`src/mspc_pkg.sv`:
```
`default_nettype none

package mspc_pkg;

    localparam int GAIN_W      = 16;
    localparam int LIMIT_W     = 15;
    localparam int INTEG_W     = 16;
    localparam int DRIVE_W     = 16;
    localparam int CFG_ADDR_W  = 3;
    localparam int CFG_DATA_W  = 16;
    localparam int OUT_DATA_W  = ((DRIVE_W + 1 + 7) / 8) * 8;

    // register indexes
    localparam logic [CFG_ADDR_W-1:0] REG_MODE           = 3'd0;
    localparam logic [CFG_ADDR_W-1:0] REG_INC_KP         = 3'd1;
    localparam logic [CFG_ADDR_W-1:0] REG_INC_KI         = 3'd2;
    localparam logic [CFG_ADDR_W-1:0] REG_POS_KP         = 3'd3;
    localparam logic [CFG_ADDR_W-1:0] REG_POS_KI         = 3'd4;
    localparam logic [CFG_ADDR_W-1:0] REG_POS_KD         = 3'd5;
    localparam logic [CFG_ADDR_W-1:0] REG_PWM_LIMIT      = 3'd6;
    localparam logic [CFG_ADDR_W-1:0] REG_INTEGRAL_LIMIT = 3'd7;

    // controller modes
    localparam logic MODE_INC = 1'b0;
    localparam logic MODE_POS = 1'b1;

    // reset values
    localparam logic signed [GAIN_W-1:0] RST_POS_KP         = 16'sd20;
    localparam logic signed [GAIN_W-1:0] RST_POS_KI         = 16'sd5;
    localparam logic signed [GAIN_W-1:0] RST_POS_KD         = 16'sd0;
    localparam logic [LIMIT_W-1:0]       RST_PWM_LIMIT      = 15'd989;
    localparam logic [LIMIT_W-1:0]       RST_INTEGRAL_LIMIT = 15'd500;

    typedef struct packed {
        logic                       mode;
        logic signed [GAIN_W-1:0]   inc_kp;
        logic signed [GAIN_W-1:0]   inc_ki;
        logic signed [GAIN_W-1:0]   pos_kp;
        logic signed [GAIN_W-1:0]   pos_ki;
        logic signed [GAIN_W-1:0]   pos_kd;
        logic [LIMIT_W-1:0]         pwm_limit;
        logic [LIMIT_W-1:0]         integral_limit;
    } t_cfg;

    typedef struct packed {
        logic signed [DRIVE_W-1:0]  drive;
        logic                       clamped;
    } t_drive;

endpackage

`default_nettype wire

```
`src/mspc_pos_pid.sv`:
```
`default_nettype none

module mspc_pos_pid #(
    parameter int SAMPLE_WIDTH = 16
) (
    input  wire logic                                   i_clk,
    input  wire logic                                   i_rst_n,
    input  wire logic                                   i_step,
    input  wire logic signed [SAMPLE_WIDTH:0]           i_error,
    input  wire logic signed [mspc_pkg::GAIN_W-1:0]     i_kp,
    input  wire logic signed [mspc_pkg::GAIN_W-1:0]     i_ki,
    input  wire logic signed [mspc_pkg::GAIN_W-1:0]     i_kd,
    input  wire logic [mspc_pkg::LIMIT_W-1:0]           i_pwm_limit,
    input  wire logic [mspc_pkg::LIMIT_W-1:0]           i_integral_limit,
    output mspc_pkg::t_drive                            o_res
);

    localparam int EW  = SAMPLE_WIDTH + 1;
    localparam int PW  = SAMPLE_WIDTH + 2;
    localparam int IW  = mspc_pkg::INTEG_W;
    localparam int SNW = ((IW > EW) ? IW : EW) + 1;
    localparam int TPW = mspc_pkg::GAIN_W + EW;
    localparam int TIW = mspc_pkg::GAIN_W + IW;
    localparam int TDW = mspc_pkg::GAIN_W + PW;
    localparam int RW  = ((TDW > TIW) ? TDW : TIW) + 2;
    localparam int DW  = mspc_pkg::DRIVE_W;

    logic signed [IW-1:0]  r_isum;
    logic signed [IW-1:0]  n_isum;
    logic signed [PW-1:0]  r_prev;

    logic signed [PW-1:0]  w_err_x;
    logic signed [PW-1:0]  w_diff;
    logic signed [SNW-1:0] w_s;
    logic signed [SNW-1:0] w_ilim;
    logic signed [TPW-1:0] w_tp;
    logic signed [TIW-1:0] w_ti;
    logic signed [TDW-1:0] w_td;
    logic signed [RW-1:0]  w_raw;
    logic signed [RW-1:0]  w_plim;
    logic signed [DW-1:0]  w_plim_d;

    assign w_err_x = {{(PW-EW){i_error[EW-1]}}, i_error};
    assign w_diff  = w_err_x - r_prev;

    assign w_s    = SNW'(r_isum) + SNW'(i_error);
    assign w_ilim = SNW'({1'b0, i_integral_limit});

    always_comb begin
        if (w_s > w_ilim) begin
            n_isum = w_ilim[IW-1:0];
        end else if (w_s < -w_ilim) begin
            n_isum = IW'(-w_ilim);
        end else begin
            n_isum = w_s[IW-1:0];
        end
    end

    // the integral term uses the freshly clamped sum
    assign w_tp  = i_kp * i_error;
    assign w_ti  = i_ki * n_isum;
    assign w_td  = i_kd * w_diff;
    assign w_raw = RW'(w_tp) + RW'(w_ti) + RW'(w_td);

    assign w_plim   = RW'({1'b0, i_pwm_limit});
    assign w_plim_d = DW'({1'b0, i_pwm_limit});

    always_comb begin
        if (w_raw > w_plim) begin
            o_res.drive   = w_plim_d;
            o_res.clamped = 1'b1;
        end else if (w_raw < -w_plim) begin
            o_res.drive   = -w_plim_d;
            o_res.clamped = 1'b1;
        end else begin
            o_res.drive   = w_raw[DW-1:0];
            o_res.clamped = 1'b0;
        end
    end

    always_ff @(posedge i_clk) begin
        if (!i_rst_n) begin
            r_isum <= '0;
            r_prev <= '0;
        end else if (i_step) begin
            r_isum <= n_isum;
            r_prev <= w_err_x;
        end
    end

endmodule

`default_nettype wire

```
`config.mk`:
```
export PLATFORM = sky130hd
export DESIGN_NAME = mspc_pos_pid
export DESIGN_NICKNAME = d
export VERILOG_FILES = /design/src/mspc_pkg.sv /design/src/mspc_pos_pid.sv
export SDC_FILE = /design/constraint.sdc
export NUM_CORES = 2
export LEC_CHECK = 0
export BUFFER_PORTS_ARGS = -buffer_cell sky130_fd_sc_hd__buf_2
export CAP_MARGIN = 20
export CELL_PAD_IN_SITES_DETAIL_PLACEMENT = 1
export CELL_PAD_IN_SITES_GLOBAL_PLACEMENT = 2
export CORE_MARGIN = 4
export CORE_UTILIZATION = 46
export DETAILED_ROUTE_END_ITERATION = 8
export PLACE_DENSITY_LB_ADDON = 0.1
export SETUP_SLACK_MARGIN = 0.4
export SYNTH_ARGS = -nofsm -noshare
export SYNTH_HDL_FRONTEND = slang
export SYNTH_SLANG_ARGS = --single-unit
```
`constraint.sdc`:
```
create_clock -name i_clk -period 31.1 [get_ports i_clk]
set_clock_uncertainty 0.15 [all_clocks]
set_input_delay 3.11 -clock i_clk [delete_from_list [all_inputs] [get_ports i_clk]]
set_output_delay 3.11 -clock i_clk [all_outputs]
set_load 0.1 [all_outputs]
```
# [Word level (Yosys, flattened, before mapping)]
# Cells that the tools add are included.
[op_classes] n_addsub=7 multipliers=3 n_div=0 n_lt_le_gt_ge=4 n_eq_ne=0 shift=0 n_mux=4 bitwise_logic=0 n_reduce_logical=0
[ops] operator="$lt A35 B36 Y1" n=1
[ops] operator="$neg A15 Y36" n=1
[ops] operator="$add A34 B34 Y35" n=1
[ops] operator="$gt A35 B16 Y1" n=1
[ops] operator="$add A33 B32 Y34" n=1
[ops] operator="$mul A16 B18 Y34" n=1
[ops] operator="$mux W17" n=2
[ops] operator="$mul A16 B17 Y33" n=1
[ops] operator="$mul A16 B16 Y32" n=1
[ops] operator="$mux W16" n=2
[ops] operator="$add A16 B17 Y18" n=1
[ops] operator="$gt A18 B16 Y1" n=1
[ops] operator="$lt A18 B18 Y1" n=1
[ops] operator="$neg A15 Y18" n=1
[ops] operator="$sub A17 B17 Y18" n=1
[ops] operator="$neg A15 Y16" n=1
[word_totals] reg_bits=33 latch_bits=0 ram_bits=0 mem_bits_ro=0 inputBits=98 word_cells=20 memories=0

# [Depth between registers and ports, before layout]
[depth] ltp_word=10 mapped_depth=59

# [Worst setup path before layout]
# OpenSTA, ideal clock, no wires.
[synth_timing] path_type="input-to-output" start="in i_error[0]" end="out o_res[1] in the netlist's numbering" t_arrival_ps=18336 slack_ps=9504 path_stages=52 path_buffers=3 cell_sequence="ha_1 > fa_1 > a21oi_1 > o211ai_1 > or2_2 > a21o_1 > a21oi_1 > xnor2_1 > ha_1 > nand4_1 > nor2_1 > a221o_1 > a31o_2 > a221oi_1 > a211o_1 > buf_4 > a21oi_1 > a31oi_2 > [... 16 more ...] > a21o_1 > and3_1 > o21ai_0 > nand2_1 > a211oi_1 > nor2_1 > ha_1 > a21o_1 > a211oi_1 > nor2_1 > a311oi_1 > nand4_1 > maj3_2 > a221oi_4 > o22ai_2 > buf_2 > nand2_1 > mux2i_1"
[synth_rtl] element="from (decl)" line="mspc_pos_pid.sv:9" rtl="input wire logic signed [SAMPLE_WIDTH:0] i_error,"
[synth_rtl] element="to (decl)" line="mspc_pos_pid.sv:15" rtl="output mspc_pkg::t_drive o_res"

==> results.md <==
* Outcome: complete, no violations
* Die H at just under 300 µm
* Startpoint type of the worst setup path: input pin
* Starting Density at 0.466
* Setup TNS at 0 ns
* Overall die width at between 200 and 300 µm
* Clock sink count at 33
* Worst slew margin at 0.278
* Reg2Reg Depth at 18
* Post-synthesis sequential element count at 33
* Asr flop ratio synth at 0
* Final Net Count at 5644
* Post-route DRC violation count at 0
* Most frequent CP cell: fa_1
* Layout area overhead at 4.78%
* Clk slew on worst S/H paths at roughly 0.070 ns
* Crit share post-route at 0.736
* Via count at 28175
* Vias per cell at 5.29
* Fin util at 0.489
* Final ANT Viol Nets at 0
* Post-synth top flop: dfxtp_1
* Synth Warn # at 0
* Drt total wl at 118 mm
* Clock latency on the worst-skew pair at 0.30 ns
* Gp weighted congestion at 0.838
* GRT Total Usage at 0.274
* Post-CTS Setup Bufs at 0
* Largest net degree at the start of global routing at 37
* Syn_area_per_cell at roughly 9.1 µm²
* Slowest cell on the critical path: a211o_1
* Cts hold-fix bufs at 0
* Hold-critical path depth at 2
* WHS at 0.347 ns
* Slew Viols, Final at 0
* Setup-failing EPs final at 0
* H-tree Lvls at 2
* Average wire per standard cell at approximately 22 µm
* Crit Path Category: in -> out
* Cell variety after synth at 92
* Post-DP Area at between 40000 and 50000 µm²
* Core Area at 82400 µm²
* Max cap viols at 0
* Boundary Pins at 115
* Remaining Overflow, GRT at 0
* Final Hold Fails at 0
* Final min period at ~23 ns
* Die area at 88200 µm²
* Site Rows at 105
* Initial antenna violation count at 3
* Critical Path Fanout Max at 23
* Hold Crit Class: reg -> reg
* DRT iter0 DRCs at ~1300
* Post-Syn Nets at 5637
* CP arrival at 19.64 ns
* Seq/Total Area, Yosys at 0.0172
* Worst-margin pin slew at 1.08 ns
* First-pass GRT wire length at 187 mm
* Critical Path End Type: output pin
* Number of synthesized flops with an enable pin at 0
* Post-Syn Instances at roughly 4200
* Post_cts resized at 0
* I/O Buffers at about 110
* Crit-path max cell delay at 0.86 ns
* Dpl hpwl at 101 mm
* Crit path required time at 27.84 ns
* CTS max path bufs at 2
* First-pass detailed-route iteration total at 5
* Max Clk Rate at 43.7 MHz
* Share of cells above drive strength 1 at 0.0553
* CTS tree: built
* Final design instance area without fill at 40200 µm²
* TritonCTS buffer count at 5
* RSZ-0062 raised after global routing: false
* Vias in the first global route at roughly 32000
* Syn Std Cell Area at 38400 µm²
* Clk root buf: clkbuf_16
## state kept, by name, indices dropped and copies added, names as in the netlist
| register | cells |
|---|---|
| r_isum | 16 |
| r_prev | 17 |
## worst paths after layout
| kind | from | endpoint | slack (ns) |
|---|---|---|---|
| setup / recovery | i_error[0] | o_res[10] | 8.20 |
| setup reg to reg | r_isum[0] | r_isum[10] | 24.98 |
| hold reg to reg | r_isum[14] | r_isum[14] | 0.35 |
| hold / removal | r_isum[14] | r_isum[14] | 0.35 |
## layout by cell type, fill, tap and decap left out, types with 32 or more instances in the layout
| master | n |
|---|---|
| o21ai_0 | 59 |
| fa_1 | 980 |
| nand2b_1 | 56 |
| nand2_1 | 526 |
| xnor2_1 | 65 |
| mux2i_1 | 33 |
| nor2_1 | 103 |
| inv_1 | 1117 |
| ha_1 | 318 |
| buf_4 | 45 |
| nor2b_1 | 70 |
| dfxtp_1 | 33 |
| a21o_1 | 40 |
| nor3_1 | 32 |
| buf_2 | 114 |
| a21oi_1 | 71 |
| and2_1 | 240 |
| nand3_1 | 43 |
## logic make-up (layout without fill, tap and decap cells)
logic type      after synthesis  count (layout)  synth area share
other cells                   0               3                 0
mux                          34              34           0.00889
compound gates              344             344            0.0645
flops                        33              33            0.0172
xor+xnor                     83              83            0.0191
fa+ha+maj                  1300            1300             0.615
buf+inv                    1278            1286             0.126
simple gates               1169            1169             0.149
## per-layer routing
| metal | global-route usage | up-vias | share of wire |
|---|---|---|---|
| met5 | 0 | - | 0 |
| met4 | 0.0651 | 0 | 0.030 |
| met3 | 0.0178 | 134 | 0.030 |
| met2 | 0.517 | 497 | 0.54 |
| met1 | 0.343 | 14967 | 0.40 |
| li1 | - | 12577 | - |
## metrics by stage
stage | setup WS, ns | cells
3_5_place_dp | 8.22 | 5308
5_1_grt | 7.22 | 5321
4_1_cts | 8.17 | 5316
6_report | 8.20 | 5322
3_3_place_gp | 8.18 | 5308
2_1_floorplan | 9.50 | 4241
## area by class of cell
cell class                      count  area, µm²
Inverter                         1117       4190
Antenna cell                        3       7.51
Clock buffer                        7        143
Clock inverter                      1       30.0
Fill cell                        9666      42100
Sequential cell                    33        661
Tap cell                         1070       1340
Multi-Input combinational cell   2930      32900
Timing Repair Buffer              161        931
## critical path, delay by kind of cell
family,cells,cell delay (ns)
xor+xnor,1,0.20
buf+inv,10,1.61
fa+ha+maj,14,6.60
compound gates,19,6.25
simple gates,9,1.78
## synthesized netlist by cell type, types with 5 or more instances
library cell,instances,area share
inv_1,1117,0.11
fa_1,980,0.51
nand2_1,526,0.051
ha_1,318,0.10
and2_1,240,0.039
clkbuf_1,126,0.012
nor2_1,103,0.010
a21oi_1,71,0.0093
nor2b_1,71,0.012
xnor2_1,67,0.015
o21ai_0,59,0.0077
nand2b_1,56,0.0091
nand3_1,43,0.0056
a21o_1,40,0.0078
dfxtp_1,33,0.017
mux2i_1,33,0.0086
nor3_1,32,0.0042
buf_2,23,0.0030
a211oi_1,16,0.0031
or2_2,16,0.0026
and3_1,15,0.0024
nand4_1,15,0.0024
nor4_1,15,0.0024
xor2_1,15,0.0034
o21ai_1,13,0.0017
or3_1,11,0.0018
o21a_1,9,0.0018
o31ai_1,9,0.0018
a31oi_1,8,0.0013
o211a_1,8,0.0021
a21boi_0,7,0.0014
a22o_1,7,0.0016
a21oi_2,6,0.0014
buf_1,6,0.00059
a221oi_1,5,0.0011
and4_1,5,0.0011
buf_4,5,0.00098
o2111ai_1,5,0.0011
o22ai_1,5,0.00081
Power is left out: the tool's default activity adds up to more than one toggle a clock period on the data nets, which glitch-free logic cannot reach.
