## config.mk

```make
export PLATFORM = sky130hd
export DESIGN_NAME = mspc_inc_pi
export DESIGN_NICKNAME = d
export VERILOG_FILES = /design/src/mspc_pkg.sv /design/src/mspc_inc_pi.sv
export SDC_FILE = /design/constraint.sdc
export NUM_CORES = 2
export LEC_CHECK = 0
export CAP_MARGIN = 20
export CORE_ASPECT_RATIO = 1.75
export CORE_MARGIN = 2
export CORE_UTILIZATION = 48
export CTS_BUF_LIST = sky130_fd_sc_hd__clkbuf_16
export CTS_CLUSTER_DIAMETER = 200
export DETAILED_ROUTE_END_ITERATION = 12
export DONT_BUFFER_PORTS = 1
export GPL_TIMING_DRIVEN = 0
export PLACE_DENSITY = 0.62
export SLEW_MARGIN = 20
export SYNTH_ARGS = -nofsm -noshare
export SYNTH_HDL_FRONTEND = slang
export SYNTH_SLANG_ARGS = --single-unit
```

## constraint.sdc

```tcl
create_clock -name i_clk -period 18.7 [get_ports i_clk]
set_clock_uncertainty 0.2 [all_clocks]
set_input_delay 0 -clock i_clk [delete_from_list [all_inputs] [get_ports i_clk]]
set_output_delay 0 -clock i_clk [all_outputs]
set_load 0.01 [all_outputs]
```

## src/mspc_pkg.sv

```systemverilog
`default_nettype none

package mspc_pkg;

    localparam int GAIN_W      = 16;
    localparam int LIMIT_W     = 15;
    localparam int INTEG_W     = 16;
    localparam int DRIVE_W     = 16;
    localparam int CFG_ADDR_W  = 3;
    localparam int CFG_DATA_W  = 16;
    localparam int OUT_DATA_W  = ((DRIVE_W + 1 + 7) / 8) * 8;

    // register indexes
    localparam logic [CFG_ADDR_W-1:0] REG_MODE           = 3'd0;
    localparam logic [CFG_ADDR_W-1:0] REG_INC_KP         = 3'd1;
    localparam logic [CFG_ADDR_W-1:0] REG_INC_KI         = 3'd2;
    localparam logic [CFG_ADDR_W-1:0] REG_POS_KP         = 3'd3;
    localparam logic [CFG_ADDR_W-1:0] REG_POS_KI         = 3'd4;
    localparam logic [CFG_ADDR_W-1:0] REG_POS_KD         = 3'd5;
    localparam logic [CFG_ADDR_W-1:0] REG_PWM_LIMIT      = 3'd6;
    localparam logic [CFG_ADDR_W-1:0] REG_INTEGRAL_LIMIT = 3'd7;

    // controller modes
    localparam logic MODE_INC = 1'b0;
    localparam logic MODE_POS = 1'b1;

    // reset values
    localparam logic signed [GAIN_W-1:0] RST_POS_KP         = 16'sd20;
    localparam logic signed [GAIN_W-1:0] RST_POS_KI         = 16'sd5;
    localparam logic signed [GAIN_W-1:0] RST_POS_KD         = 16'sd0;
    localparam logic [LIMIT_W-1:0]       RST_PWM_LIMIT      = 15'd989;
    localparam logic [LIMIT_W-1:0]       RST_INTEGRAL_LIMIT = 15'd500;

    typedef struct packed {
        logic                       mode;
        logic signed [GAIN_W-1:0]   inc_kp;
        logic signed [GAIN_W-1:0]   inc_ki;
        logic signed [GAIN_W-1:0]   pos_kp;
        logic signed [GAIN_W-1:0]   pos_ki;
        logic signed [GAIN_W-1:0]   pos_kd;
        logic [LIMIT_W-1:0]         pwm_limit;
        logic [LIMIT_W-1:0]         integral_limit;
    } t_cfg;

    typedef struct packed {
        logic signed [DRIVE_W-1:0]  drive;
        logic                       clamped;
    } t_drive;

endpackage

`default_nettype wire

```

## src/mspc_inc_pi.sv

```systemverilog
`default_nettype none

module mspc_inc_pi #(
    parameter int SAMPLE_WIDTH   = 16,
    parameter int GAIN_FRAC_BITS = 8,
    parameter int ACC_WIDTH      = 48
) (
    input  wire logic                                   i_clk,
    input  wire logic                                   i_rst_n,
    input  wire logic                                   i_step,
    input  wire logic signed [SAMPLE_WIDTH:0]           i_error,
    input  wire logic signed [mspc_pkg::GAIN_W-1:0]     i_kp,
    input  wire logic signed [mspc_pkg::GAIN_W-1:0]     i_ki,
    input  wire logic [mspc_pkg::LIMIT_W-1:0]           i_pwm_limit,
    output mspc_pkg::t_drive                            o_res
);

    localparam int EW   = SAMPLE_WIDTH + 1;
    localparam int PW   = SAMPLE_WIDTH + 2;
    localparam int PPW  = mspc_pkg::GAIN_W + PW;
    localparam int PIW  = mspc_pkg::GAIN_W + EW;
    localparam int IW   = PPW + 1;
    localparam int SUMW = ((IW > ACC_WIDTH) ? IW : ACC_WIDTH) + 1;

    logic signed [ACC_WIDTH-1:0] r_acc;
    logic signed [ACC_WIDTH-1:0] n_acc;
    logic signed [PW-1:0]        r_prev;

    logic signed [PW-1:0]        w_err_x;
    logic signed [PW-1:0]        w_diff;
    logic signed [PPW-1:0]       w_prod_p;
    logic signed [PIW-1:0]       w_prod_i;
    logic signed [SUMW-1:0]      w_inc;
    logic signed [SUMW-1:0]      w_sum;
    logic                        w_fits;
    logic                        w_neg;
    logic [ACC_WIDTH-1:0]        w_mag;
    logic [ACC_WIDTH-1:0]        w_q;
    logic                        w_hit;
    logic [mspc_pkg::LIMIT_W-1:0] w_qc;

    assign w_err_x  = {{(PW-EW){i_error[EW-1]}}, i_error};
    assign w_diff   = w_err_x - r_prev;
    assign w_prod_p = i_kp * w_diff;
    assign w_prod_i = i_ki * i_error;
    assign w_inc    = SUMW'(w_prod_p) + SUMW'(w_prod_i);
    assign w_sum    = SUMW'(r_acc) + w_inc;

    // in range when all bits above the accumulator's sign agree with it
    assign w_fits = (w_sum[SUMW-1:ACC_WIDTH-1] == '0) || (w_sum[SUMW-1:ACC_WIDTH-1] == '1);

    always_comb begin
        if (w_fits) begin
            n_acc = w_sum[ACC_WIDTH-1:0];
        end else begin
            n_acc = {w_sum[SUMW-1], {(ACC_WIDTH-1){~w_sum[SUMW-1]}}};
        end
    end

    // truncate toward zero: shift the magnitude, then restore the sign
    assign w_neg = n_acc[ACC_WIDTH-1];
    assign w_mag = w_neg ? (~n_acc + 1'b1) : n_acc;
    assign w_q   = w_mag >> GAIN_FRAC_BITS;
    assign w_hit = w_q > ACC_WIDTH'(i_pwm_limit);
    assign w_qc  = w_hit ? i_pwm_limit : w_q[mspc_pkg::LIMIT_W-1:0];

    assign o_res.drive   = w_neg ? -$signed({1'b0, w_qc}) : $signed({1'b0, w_qc});
    assign o_res.clamped = w_hit;

    always_ff @(posedge i_clk) begin
        if (!i_rst_n) begin
            r_acc  <= '0;
            r_prev <= '0;
        end else if (i_step) begin
            r_acc  <= n_acc;
            r_prev <= w_err_x;
        end
    end

endmodule

`default_nettype wire

```

; Word level (Yosys, flattened, before mapping)
; Index checks and enable logic that the tools add are counted.
[totals]
input_bits = 67
ff_bits = 65
out_inout_bits = 17
[classes]
n_eq_ne = 1
addsub = 5
n_lt_le_gt_ge = 1
n_bitwise = 2
n_mul = 2
n_mux = 4
n_reduce_logical = 2
[ops]
columns = op, n
row1 = 48-bit 2-to-1 mux, 2
row2 = 48-bit by 35-bit adder with 49-bit output, 1
row3 = 48-bit by 1-bit adder with 48-bit output (second input constant), 1
row4 = 48-bit NOT, 1
row5 = 40-bit by 15-bit > comparator with 1-bit output, 1
row6 = 34-bit by 33-bit adder with 35-bit output, 1
row7 = 16-bit by 18-bit multiplier with 34-bit output, 1
row8 = 16-bit by 17-bit multiplier with 33-bit output, 1
row9 = 17-bit by 17-bit subtractor with 18-bit output, 1
row10 = 16-bit 2-to-1 mux, 1
row11 = 15-bit negator with 16-bit output, 1
row12 = 15-bit 2-to-1 mux, 1
row13 = 2-bit == test (second input constant), 1
row14 = 2-bit zero test, 1
row15 = 1-bit logical OR, 1
row16 = 1-bit NOT, 1

; Longest topological paths before layout
[depth]
ltp_word = 14
ltp_mapped = 81
depth_no_buf = 75

; Least setup slack after synthesis
; OpenSTA, ideal clock, no wires.
[synth_timing]
kind = register to output
start = register r_prev[1]
end = output o_res[15] in the netlist's numbering
t_required_ps = 18500
t_arrival_ps = 17250
path_buffers = 8
path_slack_ps = 1250
stages_incl_launch_ff = 73
path_cell_list = dfxtp_1 inv_1 ha_1 nor2b_1 o21ai_0 a21oi_1 o21ai_0 a21boi_0 o21ai_0 nand2b_1 a21o_1 a21o_1 a31oi_1 o211a_1 a31o_2 and2_1 inv_1 fa_1 [37 not listed] o21a_1 o21ai_0 a21oi_1 o21a_1 o21ai_0 nand4b_1 nor4_2 nand4_1 a2111oi_4 mux2_2 inv_1 ha_1 nor4b_1 and3_1 nand2_1 o21ai_0 xor2_1 a21oi_2
[synth_lines]
columns = item, line
row1 = "start, declared", mspc_inc_pi.sv:27  ; logic signed [PW-1:0] r_prev;
row2 = "start signal, assigned", mspc_inc_pi.sv:76  ; r_prev <= w_err_x;
row3 = "end, declared", mspc_inc_pi.sv:15  ; output mspc_pkg::t_drive o_res

==> run_results.csv <==
group,metric,value,unit
worst_setup_path,crit_top_cell,"inv_1",
routing,via_count,26200,
routing,routedWlPerCell,23.3,µm
clocking,clockBufferDepth,2,
logic_synthesis,synth_edf_count,0,
logic_synthesis,yosys.area.top_type,"fa_1",
layout,fin_nets,4976,
floorplanning,dieArea,0.0727,mm²
timing,fmax,0.0564,GHz
worst_setup_path,critPathKind,"reg -> out",
grt,grt_use_met1,31.9,%
layout,fill_cells,6680,
logic_synthesis,yosys_warnings,0,
logic_synthesis,syn_area_per_cell,8.82,µm²
timing,maxSlewViolCount,0,
worst_setup_path,required,18.50,ns
job,maxCapViolations,0,
grt,grt_max_degree,29,
routing,ant_nets,0,
floorplanning,rows,128,
timing,timing.final.crit_share,94.8,%
logic_synthesis,synthesis.area,0.0338,mm²
worst_setup_path,end_kind,"output port",
placed_design,gp_congestion,0.976,
worst_setup_path,cp-start-kind,"register",
floorplanning,core,0.0697,mm²
timing,fin_hold_ws,0.00494,ns
clocking,cts_sinks,65,
clocking,cts.reportedPaths.clkPinSlew,0.07,ns
floorplanning,start_util,48.6,%
worst_setup_path,r2r.worst_path.cells,52,
grt,busiest_layer,"met2",
placed_design,io_buffers,0,
worst_setup_path,cp_max_fo,19,
routing,first_pass_iters,5,
logic_synthesis,synth-seq-area-share,3.85,%
grt,grt_use_met3,3.42,%
clocking,clk_latency,0.39,ns
timing,hold_viol,0,
timing,finalCriticalPeriod,17.73,ns
layout,synthToLayoutAreaGrowth,7.24,%
layout,final_layout_size_suffix_gt1_share,5.02,%
min_path,hold_path_class,"in -> out",
grt,grt_util_all_layers,32.2,%
min_path,whs_path_depth,3,
worst_setup_path,slowest_delay,0.59,ns
grt,use_met2,60.5,%
grt,gr-total-overflow,0,
clocking,cts_buffers,9,
logic_synthesis,ys_ff_latch,65,
placed_design,place_hpwl,97.7,mm
worst_setup_path,worstPathArrival,17.53,ns
timing,slew_headroom,25.6,%
grt,grt_pass1_vias,29200,
logic_synthesis,async_flop_share,0,%
clocking,cts_tree,"yes",
logic_synthesis,synthCells,3838,
routing,wl,112,mm
grt,antenna_found_initial,0,
layout,antenna_cells,0,
floorplanning,pin_count,84,
routing,via_per_inst,5.45,
clocking,cts-htree-levels,3,
timing,worst_pin_slew,1.12,ns
outcome,outcome,"complete, no violations",
logic_synthesis,syn_nets,4917,
logic_synthesis,synthTopCellsByArea,"fa_1 (47%), inv_1 (11%), ha_1 (7.9%)",
timing,setup_viol,0,
routing,drt_iter0_drc,1034,
worst_setup_path,slowest_stage,"o311ai_2",
logic_synthesis,ys.flop_type,"dfxtp_1",
routing,drc,0,
logic_synthesis,synth_top_cell_area_share,47.3,%
floorplanning,die_w,205,µm
timing,fin_tns_setup,0,ns
floorplanning,die_h,355,µm
logic_synthesis,synthDistinctLibCells,96,
grt,grt_pass1_wl,172,mm
clocking,cts_root_buf,"clkbuf_16",
## critical path: cells and delay by family, from the launching register on
family	cells	cell delay, ns
buffers and inverters	14	1.77
xor gates and xnor gates	2	0.35
and+or+nand+nor	11	2.29
AOI/OAI and AO/OA	31	6.43
muxes	1	0.42
DFF	1	0.35
adders and majority gates	13	5.50
## flip-flops by register name (all words and copies together), names as in the netlist
register / count
r_prev: 17
r_acc: 48
## final timing paths
| path | start | endpoint | slack (ns) |
|---|---|---|---|
| hold / removal | i_pwm_limit[5] | o_res[6] | 0.005 |
| setup reg to reg | r_prev[2]$_SDFFE_PN0P_ | r_acc[7]$_SDFFE_PN0P_ | 4.71 |
| setup / recovery | r_prev[2]$_SDFFE_PN0P_ | o_res[13] | 0.97 |
| hold reg to reg | r_acc[5]$_SDFFE_PN0P_ | r_acc[5]$_SDFFE_PN0P_ | 0.28 |
## metal layers
| metal | vias to the layer above | wire [µm] |
|---|---|---|
| met5 | - | 0 |
| met4 | 0 | 10900 |
| met3 | 377 | 3850 |
| met2 | 713 | 60500 |
| met1 | 13400 | 36700 |
| li1 | 11800 | - |
## synthesized netlist by cell type, types with 29 or more instances
| library cell | instances |
|---|---|
| a211oi_1 | 31 |
| nand2b_1 | 55 |
| nor2_1 | 194 |
| xnor2_1 | 63 |
| fa_1 | 799 |
| clkbuf_1 | 128 |
| inv_1 | 994 |
| a21oi_1 | 94 |
| nand2_1 | 364 |
| mux2i_1 | 34 |
| dfxtp_1 | 65 |
| o21ai_0 | 75 |
| ha_1 | 213 |
| and3_1 | 29 |
| and2_1 | 227 |
| nand3_1 | 44 |
| nor2b_1 | 29 |
## per-stage QoR
step           area [µm²]  utilization, %  setup WS (ns)  std cells
2_1_floorplan       33800               -           1.25       3838
3_3_place_gp        35000            50.2          -4.39       4748
3_5_place_dp        35000            50.2          -4.18       4749
4_1_cts             35900            51.6         0.0107       4797
5_1_grt             36300            52.1        -0.0307       4812
6_report            36300            52.1          0.972       4812
## cells in the final DEF, fill, tap and decap left out, drive strengths merged, types with 5 or more instances in the layout
cell type,count
a311oi,24
o21bai,6
o211a,8
nand3,46
a21o,24
dlygate4sd3,20
a211o,6
a31oi,19
nand2b,55
xor2,28
o2111ai,5
fa,799
a21oi,106
o311ai,10
clkinvlp,5
nor4,15
nor2,194
a41oi,7
nand4,23
ha,213
nor2b,29
o21a,17
inv,990
and3,29
clkbuf,129
mux2i,34
a2111oi,7
nand2,364
or3,12
a211oi,39
o31ai,10
buf,60
and2,229
a21boi,10
or4,6
nor3,30
dfxtp,65
o211ai,14
xnor2,63
o21ai,79
## final cells by class
| class | count | area, µm² | share of cell area, % |
|---|---|---|---|
| Sequential cell | 65 | 1300 | 3.59 |
| Buffer | 145 | 643 | 1.77 |
| Tap cell | 910 | 1140 | 3.14 |
| Inverter | 994 | 3750 | 10.3 |
| Clock inverter | 7 | 141 | 0.390 |
| Timing Repair Buffer | 55 | 571 | 1.57 |
| Clock buffer | 9 | 225 | 0.621 |
| Multi-Input combinational cell | 2627 | 28500 | 78.6 |
## logic make-up after synthesis
kind of cell	after synthesis	synth area share, %
compound gates	434	9.27
xor+xnor	91	2.36
fa+ha+maj	1012	55.2
buf+inv	1147	12.9
flops	65	3.85
mux	38	1.14
simple gates	1051	15.4
## repair_timing
action / in CTS / in global routing
resized for setup: 73 / 49
endpoints found under the hold margin: 20 / 0
setup endpoints to repair: 17 / 8
pin swaps: 8 / 8
setup buffers: 16 / 18
cloned: 0 / 1
hold buffers: 20 / 0
Power is left out: the tool's default activity adds up to more than one toggle a clock period on the data nets, which glitch-free logic cannot reach.
