`config.mk`:
```
export PLATFORM = sky130hd
export DESIGN_NAME = mspc_cfg_regs
export DESIGN_NICKNAME = d
export VERILOG_FILES = /design/src/mspc_pkg.sv /design/src/mspc_cfg_regs.sv
export SDC_FILE = /design/constraint.sdc
export NUM_CORES = 1
export LEC_CHECK = 0
export BUFFER_PORTS_ARGS = -buffer_cell sky130_fd_sc_hd__buf_2
export CAP_MARGIN = 20
export CORE_MARGIN = 2
export CORE_UTILIZATION = 48
export CTS_BUF_LIST = sky130_fd_sc_hd__clkbuf_4
export DETAILED_ROUTE_END_ITERATION = 12
export GPL_TIMING_DRIVEN = 0
export HOLD_SLACK_MARGIN = 0.03
export PLACE_DENSITY = 0.79
export SETUP_SLACK_MARGIN = 0.3
export SLEW_MARGIN = 10
export SYNTH_ARGS = -nofsm -noshare
export SYNTH_HDL_FRONTEND = slang
export SYNTH_SLANG_ARGS = --single-unit
```
`constraint.sdc`:
```
create_clock -name i_clk -period 0.96 [get_ports i_clk]
set_clock_uncertainty 0.05 [all_clocks]
set_input_delay 0.096 -clock i_clk [delete_from_list [all_inputs] [get_ports i_clk]]
set_output_delay 0.096 -clock i_clk [all_outputs]
set_load 0.02 [all_outputs]
```
`src/mspc_pkg.sv`:
```
`default_nettype none

package mspc_pkg;

    localparam int GAIN_W      = 16;
    localparam int LIMIT_W     = 15;
    localparam int INTEG_W     = 16;
    localparam int DRIVE_W     = 16;
    localparam int CFG_ADDR_W  = 3;
    localparam int CFG_DATA_W  = 16;
    localparam int OUT_DATA_W  = ((DRIVE_W + 1 + 7) / 8) * 8;

    // register indexes
    localparam logic [CFG_ADDR_W-1:0] REG_MODE           = 3'd0;
    localparam logic [CFG_ADDR_W-1:0] REG_INC_KP         = 3'd1;
    localparam logic [CFG_ADDR_W-1:0] REG_INC_KI         = 3'd2;
    localparam logic [CFG_ADDR_W-1:0] REG_POS_KP         = 3'd3;
    localparam logic [CFG_ADDR_W-1:0] REG_POS_KI         = 3'd4;
    localparam logic [CFG_ADDR_W-1:0] REG_POS_KD         = 3'd5;
    localparam logic [CFG_ADDR_W-1:0] REG_PWM_LIMIT      = 3'd6;
    localparam logic [CFG_ADDR_W-1:0] REG_INTEGRAL_LIMIT = 3'd7;

    // controller modes
    localparam logic MODE_INC = 1'b0;
    localparam logic MODE_POS = 1'b1;

    // reset values
    localparam logic signed [GAIN_W-1:0] RST_POS_KP         = 16'sd20;
    localparam logic signed [GAIN_W-1:0] RST_POS_KI         = 16'sd5;
    localparam logic signed [GAIN_W-1:0] RST_POS_KD         = 16'sd0;
    localparam logic [LIMIT_W-1:0]       RST_PWM_LIMIT      = 15'd989;
    localparam logic [LIMIT_W-1:0]       RST_INTEGRAL_LIMIT = 15'd500;

    typedef struct packed {
        logic                       mode;
        logic signed [GAIN_W-1:0]   inc_kp;
        logic signed [GAIN_W-1:0]   inc_ki;
        logic signed [GAIN_W-1:0]   pos_kp;
        logic signed [GAIN_W-1:0]   pos_ki;
        logic signed [GAIN_W-1:0]   pos_kd;
        logic [LIMIT_W-1:0]         pwm_limit;
        logic [LIMIT_W-1:0]         integral_limit;
    } t_cfg;

    typedef struct packed {
        logic signed [DRIVE_W-1:0]  drive;
        logic                       clamped;
    } t_drive;

endpackage

`default_nettype wire

```
`src/mspc_cfg_regs.sv`:
```
`default_nettype none

module mspc_cfg_regs (
    input  wire logic                               i_clk,
    input  wire logic                               i_rst_n,
    input  wire logic                               i_cfg_we,
    input  wire logic [mspc_pkg::CFG_ADDR_W-1:0]    i_cfg_addr,
    input  wire logic [mspc_pkg::CFG_DATA_W-1:0]    i_cfg_wdata,
    output mspc_pkg::t_cfg                          o_cfg
);

    mspc_pkg::t_cfg r_cfg;

    always_ff @(posedge i_clk) begin
        if (!i_rst_n) begin
            r_cfg.mode           <= mspc_pkg::MODE_INC;
            r_cfg.inc_kp         <= '0;
            r_cfg.inc_ki         <= '0;
            r_cfg.pos_kp         <= mspc_pkg::RST_POS_KP;
            r_cfg.pos_ki         <= mspc_pkg::RST_POS_KI;
            r_cfg.pos_kd         <= mspc_pkg::RST_POS_KD;
            r_cfg.pwm_limit      <= mspc_pkg::RST_PWM_LIMIT;
            r_cfg.integral_limit <= mspc_pkg::RST_INTEGRAL_LIMIT;
        end else if (i_cfg_we) begin
            case (i_cfg_addr)
                mspc_pkg::REG_MODE:           r_cfg.mode   <= i_cfg_wdata[0];
                mspc_pkg::REG_INC_KP:         r_cfg.inc_kp <= i_cfg_wdata;
                mspc_pkg::REG_INC_KI:         r_cfg.inc_ki <= i_cfg_wdata;
                mspc_pkg::REG_POS_KP:         r_cfg.pos_kp <= i_cfg_wdata;
                mspc_pkg::REG_POS_KI:         r_cfg.pos_ki <= i_cfg_wdata;
                mspc_pkg::REG_POS_KD:         r_cfg.pos_kd <= i_cfg_wdata;
                mspc_pkg::REG_PWM_LIMIT: begin
                    r_cfg.pwm_limit <= i_cfg_wdata[mspc_pkg::LIMIT_W-1:0];
                end
                mspc_pkg::REG_INTEGRAL_LIMIT: begin
                    r_cfg.integral_limit <= i_cfg_wdata[mspc_pkg::LIMIT_W-1:0];
                end
                default: begin
                end
            endcase
        end
    end

    assign o_cfg = r_cfg;

endmodule

`default_nettype wire

```
======== Yosys cells after proc, flatten, opt, wreduce, memory -nomap -nowiden ========
Cells that the tools add are included.
storage, ports and cells
  output and inout port bits .............. 111
  input port bits ......................... 22
  word-level logic and storage cells ...... 24
  register bits ........................... 111
operators by class
  equal/unequal tests ..................... 7
  reduce and logical (&&, ||, !) cells .... 9
operator list
  kind                                                              number
  2-bit AND reduction                                               8
  3-bit == test (second input constant)                             4
  3-bit by 2-bit == test with 1-bit output (second input constant)  2
  3-bit by 1-bit == test with 1-bit output (second input constant)  1
  3-bit logical NOT                                                 1

======== Logic depth before layout (Yosys ltp) ========
Gate-level depths: netlist of run 1.
  word-level depth ........................ 2
  depth in mapped cells ................... 5
  mapped depth without buffers ............ 2

======== Worst setup path before layout of run 1 ========
Ideal clock, no wire load.
  kind .................................... in2reg
  start ................................... input port i_cfg_addr[0] (netlist name)
  end ..................................... register r_cfg, in the netlist o_cfg[88]
  stages .................................. 5
  arrival time ............................ 915 ps
  setup time .............................. 72 ps
  path slack .............................. -77 ps
  buffers on the path ..................... 3
  required time ........................... 838 ps
  path through ............................ clkbuf_8 and4bb_1 buf_6 buf_12 mux2i_1
on the way
  cells in the longest elaborated chain, start to end .. 2
RTL lines
  what                                      RTL line             source
  start, declared                           mspc_cfg_regs.sv:7   input wire logic [mspc_pkg::CFG_ADDR_W-1:0] i_cfg_addr,
  3-bit by 2-bit == test with 1-bit output  mspc_cfg_regs.sv:25  case (i_cfg_addr)
  2-bit AND reduction (no line)             n/a
  end, declared                             mspc_cfg_regs.sv:12  mspc_pkg::t_cfg r_cfg;
Every way passes these cells.
A chain may end at the register's enable or synchronous reset.

======== Worst setup path after layout of run 1 ========
  start ................................... register r_cfg, in the netlist o_cfg[109]
  end ..................................... output port o_cfg[109] (netlist name)
RTL lines
  what           RTL line            source
  end, declared  mspc_cfg_regs.sv:9  output mspc_pkg::t_cfg o_cfg
No word-level cell between the ends.

==> results.json, run 1 <==
{
  "clock_path_buffers": 2,
  "synth_area_sq_um": 4270,
  "critPathArrivalTime_ns": 0.95,
  "drc": 0,
  "gp_congestion": 0.807,
  "io_buffers": 127,
  "wl_per_cell_microns": 18.4,
  "finalSetupViolCount": 111,
  "hold_viol_final": 21,
  "end_kind": "primary output",
  "avgSynthCellArea_sq_um": 10.7,
  "whs_endpoint": "o_cfg[46]",
  "path_buf_inv": 1,
  "dr.pass1.iters": 4,
  "multi_input_area_sq_um": 1940,
  "worstSetupPathType": "register to primary output",
  "power_mw": 8.23,
  "reg2reg_depth": 4,
  "critPathSlowestCell": "dfxtp_2",
  "core_sq_um": 8680,
  "rrSetupSlack_ns": 0.08,
  "routed_via_density": 5.21,
  "r2r-start": "o_cfg[11]",
  "clkTransAtPathRegs_ns": 0.16,
  "grtUsageTotal_pct": 25.3,
  "leakage_nw": 3.24,
  "yosys_warnings": 0,
  "cpPeakStageDelay_ns": 0.39,
  "timing.final.crit_share_pct": 114,
  "ios": 133,
  "antenna_found_initial": 0,
  "design_area_sq_um": 6610,
  "cts_made_buffers": 9,
  "synthCells": 400,
  "placementRows": 34,
  "max_freq_mhz": 910,
  "relSlewSlack_pct": 65.0,
  "fillers": 556,
  "wirelength_microns": 12600,
  "grt_max_degree": 18,
  "num_vias": 3572,
  "synth-edff-count": 0,
  "area_delta_synth_final_pct": 54.9,
  "cts_tree": "built",
  "grt_setup_unrepaired": "true",
  "regArea_sq_um": 2360,
  "place_inst": 635,
  "setup_slack_ns": -0.139,
  "tightestPinTransition_ns": 0.525,
  "drt_iter0_markers": 100,
  "final_antenna_net_count": 0,
  "die_w_microns": 98.3,
  "antennaDiodeCount": 0,
  "synth_nets": 422,
  "cts_hold_buf": 3,
  "ir_drop_mv": 0.788,
  "mostFrequentLayoutCells": "149 x buf_6, 111 x dfxtp_2, 110 x mux2i_1",
  "cp_data_required_time_ns": 0.81,
  "hp-start": "i_cfg_wdata[0]",
  "crit_chain": "buf_6",
  "crit_fanout": 2,
  "hold_class": "input port to register",
  "ys.flop_type": "dfxtp_1",
  "power_density_nw_per_um2": 1250,
  "cts.sinks": 111,
  "startpoint_type": "register",
  "cp_top_family": "flip-flops",
  "cts-root-buf": "clkbuf_4",
  "instances_no_fill": 685,
  "timing.rr.end": "o_cfg[11]",
  "status": "finished, violations left",
  "maxCapViolCount": 0,
  "final_common_cell": "buf_6",
  "grt_pass1_vias": 3725,
  "finalMaxSlewViolations": 0,
  "hpwl_microns": 8130,
  "synth-async-reset-ratio_pct": 0,
  "drive_gt1_share_pct": 63.8,
  "die_y_microns": 98.3,
  "hold_slack_ns": -0.112,
  "die_area_sq_um": 9660,
  "min_path_cells": 3,
  "violations": "hold timing, setup timing",
  "period_minus_slack_ns": 1.10,
  "insertion_delay_ns": 0.44,
  "grt_pass1_wl_microns": 19200,
  "initial_core_util_pct": 49.2,
  "place_area_sq_um": 5130,
  "yosysSeqAreaShare_pct": 52.1,
  "synth_cell_types": 18,
  "cts_max_level": 3,
  "largest_register_ffs": 111,
  "grt-ovfl-total": 0,
  "ys_ff_latch": 111,
  "nets": 594
}
## metrics by stage
stage,utilization [%],setup TNS [ns],worst slack [ns]
3_3_place_gp,59.1,-6.49,-0.145
6_report,76.2,-12.84,-0.139
5_1_grt,76.2,-17.46,-0.178
4_1_cts,72.3,-13.12,-0.136
3_5_place_dp,59.1,-9.43,-0.204
2_1_floorplan,-,-1.15,-0.0754
## cells in the mapped netlist, types with 2 or more instances
cell	number	share of area [%]
and4b_2	2	0.53
buf_2	10	1.2
buf_4	2	0.35
buf_6	9	2.4
clkbuf_1	7	0.62
clkbuf_8	2	0.65
dfxtp_1	111	52
mux2i_1	111	26
nand2_1	109	9.6
nand4b_1	2	0.41
nand4bb_1	2	0.53
nor2b_1	27	4.0
## how the worst max path moves through the flow
stage / start / endpoint / cells after the start
global route: o_cfg[109] / o_cfg[109] / 1
global placement: i_cfg_addr[0] / o_cfg[87] / 5
detailed placement: i_cfg_addr[0] / o_cfg[83] / 5
finish: o_cfg[109] / o_cfg[109] / 1
CTS: o_cfg[101] / o_cfg[101] / 1
floorplan: i_cfg_addr[0] / o_cfg[88] / 5
## report_power, final
part           switching (mW)  internal [mW]  leakage (nW)
sequential             0.0863           4.73         0.936
combinational           0.555          0.490          2.23
clock                    1.51          0.857        0.0731
total                    2.16           6.07          3.24
## layout make-up
cell class	instances	share of cell area [%]
clock buffer	11	1.25
tap	108	2.04
buffer	32	5.04
sequential	111	35.7
timing repair buffer	161	25.6
clock inverter	5	0.890
multi-input combinational	257	29.4
## worst register-to-register path, delay by kind of cell (launching register included)
family,cells,cell delay (ns)
flops,1,0.38
mux,1,0.17
buf+inv,2,0.17
simple gates,1,0.04
## routing by layer
layer	GRT usage, %	share of wire, %	vias up
li1	-	-	1666
met1	31.2	41	1759
met2	45.4	52	127
met3	3.87	4.8	20
met4	7.80	1.9	0
met5	0	0	-
## cell families after synthesis
kind of cell	after synthesis	synth area share, %
buf+inv	32	5.72
simple gates	146	16.2
flops	111	52.1
mux	111	26.0
## repair_timing
item                                   in CTS  in global routing
setup buffers                              13                 18
setup endpoints to repair                 165                219
gates resized for setup                   348                 66
endpoints found under the hold margin      34                 34
Note: power is estimated with default switching activity, not from simulation.
==> inputs of run 2 (changes only) <==
CORE_ASPECT_RATIO = 1.1   (was not set)
SKIP_CTS_REPAIR_TIMING = 1   (was not set)
==> run 2 against run 1 <==
The flow still finishes with violations (hold timing, setup timing). Count of clock-buffer cells in the layout is 2 lower. Die area is essentially flat. Setup slack lost 0.032 ns. Global-route usage down 2.6 points. Sequential share of layout area rose by 0.45 points. Combinational power is essentially flat. Fmax is 2.8% lower. Hold slack worse by 0.0076 ns. Final area decreased by 1.2%. Non-clock buffer count decreased by 5. Cell count up 0.15%. Largest cell class unchanged.
==> results.json, run 2 (same netlist as run 1, synthesis figures left out) <==
{
  "startpoint_type": "register",
  "final_antenna_net_count": 0,
  "grt_setup_unrepaired": "true",
  "mostFrequentLayoutCells": "148 x buf_6, 111 x mux2i_1, 111 x dfxtp_2",
  "placementRows": 36,
  "finalSetupViolCount": 111,
  "path_buf_inv": 1,
  "routed_via_density": 5.17,
  "drt_iter0_markers": 67,
  "place_inst": 641,
  "max_freq_mhz": 884,
  "grt_pass1_wl_microns": 16500,
  "hold_viol_final": 31,
  "gp_congestion": 0.770,
  "final_common_cell": "buf_6",
  "cts_made_buffers": 9,
  "area_delta_synth_final_pct": 53.0,
  "p_int_mw": 5.78,
  "crit_fanout": 2,
  "cp_data_required_time_ns": 0.81,
  "antennaDiodeCount": 0,
  "clkTransAtPathRegs_ns": 0.19,
  "grt_pass1_vias": 3268,
  "ir_drop_mv": 0.699,
  "cp_top_family": "flip-flops",
  "crit_chain": "buf_6",
  "io_buffers": 127,
  "nets": 589,
  "tightestPinTransition_ns": 0.578,
  "end_kind": "primary output",
  "dr.pass1.iters": 4,
  "hold_class": "input port to register",
  "core_sq_um": 8740,
  "hpwl_microns": 8040,
  "largest_register_ffs": 111,
  "pwr-share-comb_pct": 12.9,
  "num_vias": 3550,
  "status": "finished, violations left",
  "power_switching_mw": 2.25,
  "clkPwrFrac_pct": 27.2,
  "maxCapViolCount": 0,
  "drive_gt1_share_pct": 62.4,
  "insertion_delay_ns": 0.44,
  "drc": 0,
  "cts.sinks": 111,
  "ios": 133,
  "violations": "hold timing, setup timing",
  "cts_max_level": 3,
  "leakage_nw": 3.19,
  "grt_max_degree": 20,
  "wirelength_microns": 12800,
  "timing.final.crit_share_pct": 118,
  "worstSetupPathType": "register to primary output",
  "critPathArrivalTime_ns": 0.98,
  "wl_per_cell_microns": 18.7,
  "setup_slack_ns": -0.171,
  "seqPwrFrac_pct": 60.0,
  "die_y_microns": 103,
  "cts_tree": "built",
  "instances_no_fill": 686,
  "cts-root-buf": "clkbuf_4",
  "fin_setup_tns_ns": -14.59,
  "design_area_sq_um": 6530,
  "hold_slack_ns": -0.119,
  "power_mw": 8.03,
  "place_area_sq_um": 5140,
  "p_sw_share_pct": 28.1,
  "initial_core_util_pct": 48.8,
  "die_area_sq_um": 9660,
  "critPathSlowestCell": "dfxtp_2",
  "clock_path_buffers": 2,
  "period_minus_slack_ns": 1.13,
  "relSlewSlack_pct": 61.5,
  "finalMaxSlewViolations": 0,
  "cpPeakStageDelay_ns": 0.40,
  "die_w_microns": 93.9,
  "antenna_found_initial": 0,
  "grt-ovfl-total": 0,
  "grtUsageTotal_pct": 22.6,
  "power_density_nw_per_um2": 1230
}
==> run 2: cell count changes in the layout (fill, tap and decap cells not counted), moves of 2 or more <==
cell / previous run / this run
buf_4: 6 / 3
clkbuf_4: 11 / 9
inv_6: 0 / 2
nand2_1: 65 / 71
nand2_2: 42 / 38
nand2_4: 2 / 0
==> run 2: path summary, 6_finish.rpt <==
| kind | cells past startpoint | startpoint | to | slack, ns |
|---|---|---|---|---|
| worst max-delay path | 1 | o_cfg[51] | o_cfg[51] | -0.17 |
| worst max register to register | 3 | o_cfg[71] | o_cfg[71] | 0.14 |
| worst min register to register | 2 | o_cfg[91] | o_cfg[91] | 0.43 |
| worst min-delay path | 3 | i_cfg_wdata[0] | o_cfg[15] | -0.12 |
==> run 2: power groups by stage <==
stage / registers (mW) / clock network, mW / logic, mW
after global routing: 4.83 / 2.36 / 1.09
after CTS: 4.77 / 2.18 / 0.825
after global placement: 4.86 / 0 / 0.806
after floorplan: 4.98 / 0 / 0.414
after detailed placement: 4.86 / 0 / 0.823
final: 4.82 / 2.18 / 1.03
==> run 2: routing by layer <==
layer | vias up | wire length (microns) | GRT usage (%)
met1 | 1739 | 5140 | 27.1
met3 | 25 | 554 | 4.39
met5 | - | 0 | 0
met2 | 124 | 6780 | 40.6
met4 | 0 | 325 | 7.92
li1 | 1662 | - | -
==> run 2: final cells by class <==
type,instances,area [sq um]
plain buffers,32,332
clock buffers,9,67.6
well taps,114,143
clock inverters,7,55.1
flip-flops and latches,111,2360
repair buffers,156,1650
multi-input cells,257,1920
fillers,572,2210
==> run 2: metrics by stage <==
stage,setup WS [ns],hold WS [ns],utilization [%]
floorplan,-0.0754,0.206,-
global placement,-0.183,0.321,58.8
detailed placement,-0.288,0.331,58.8
CTS,-0.216,-0.155,60.2
global route,-0.208,-0.120,74.7
finish,-0.171,-0.119,74.7
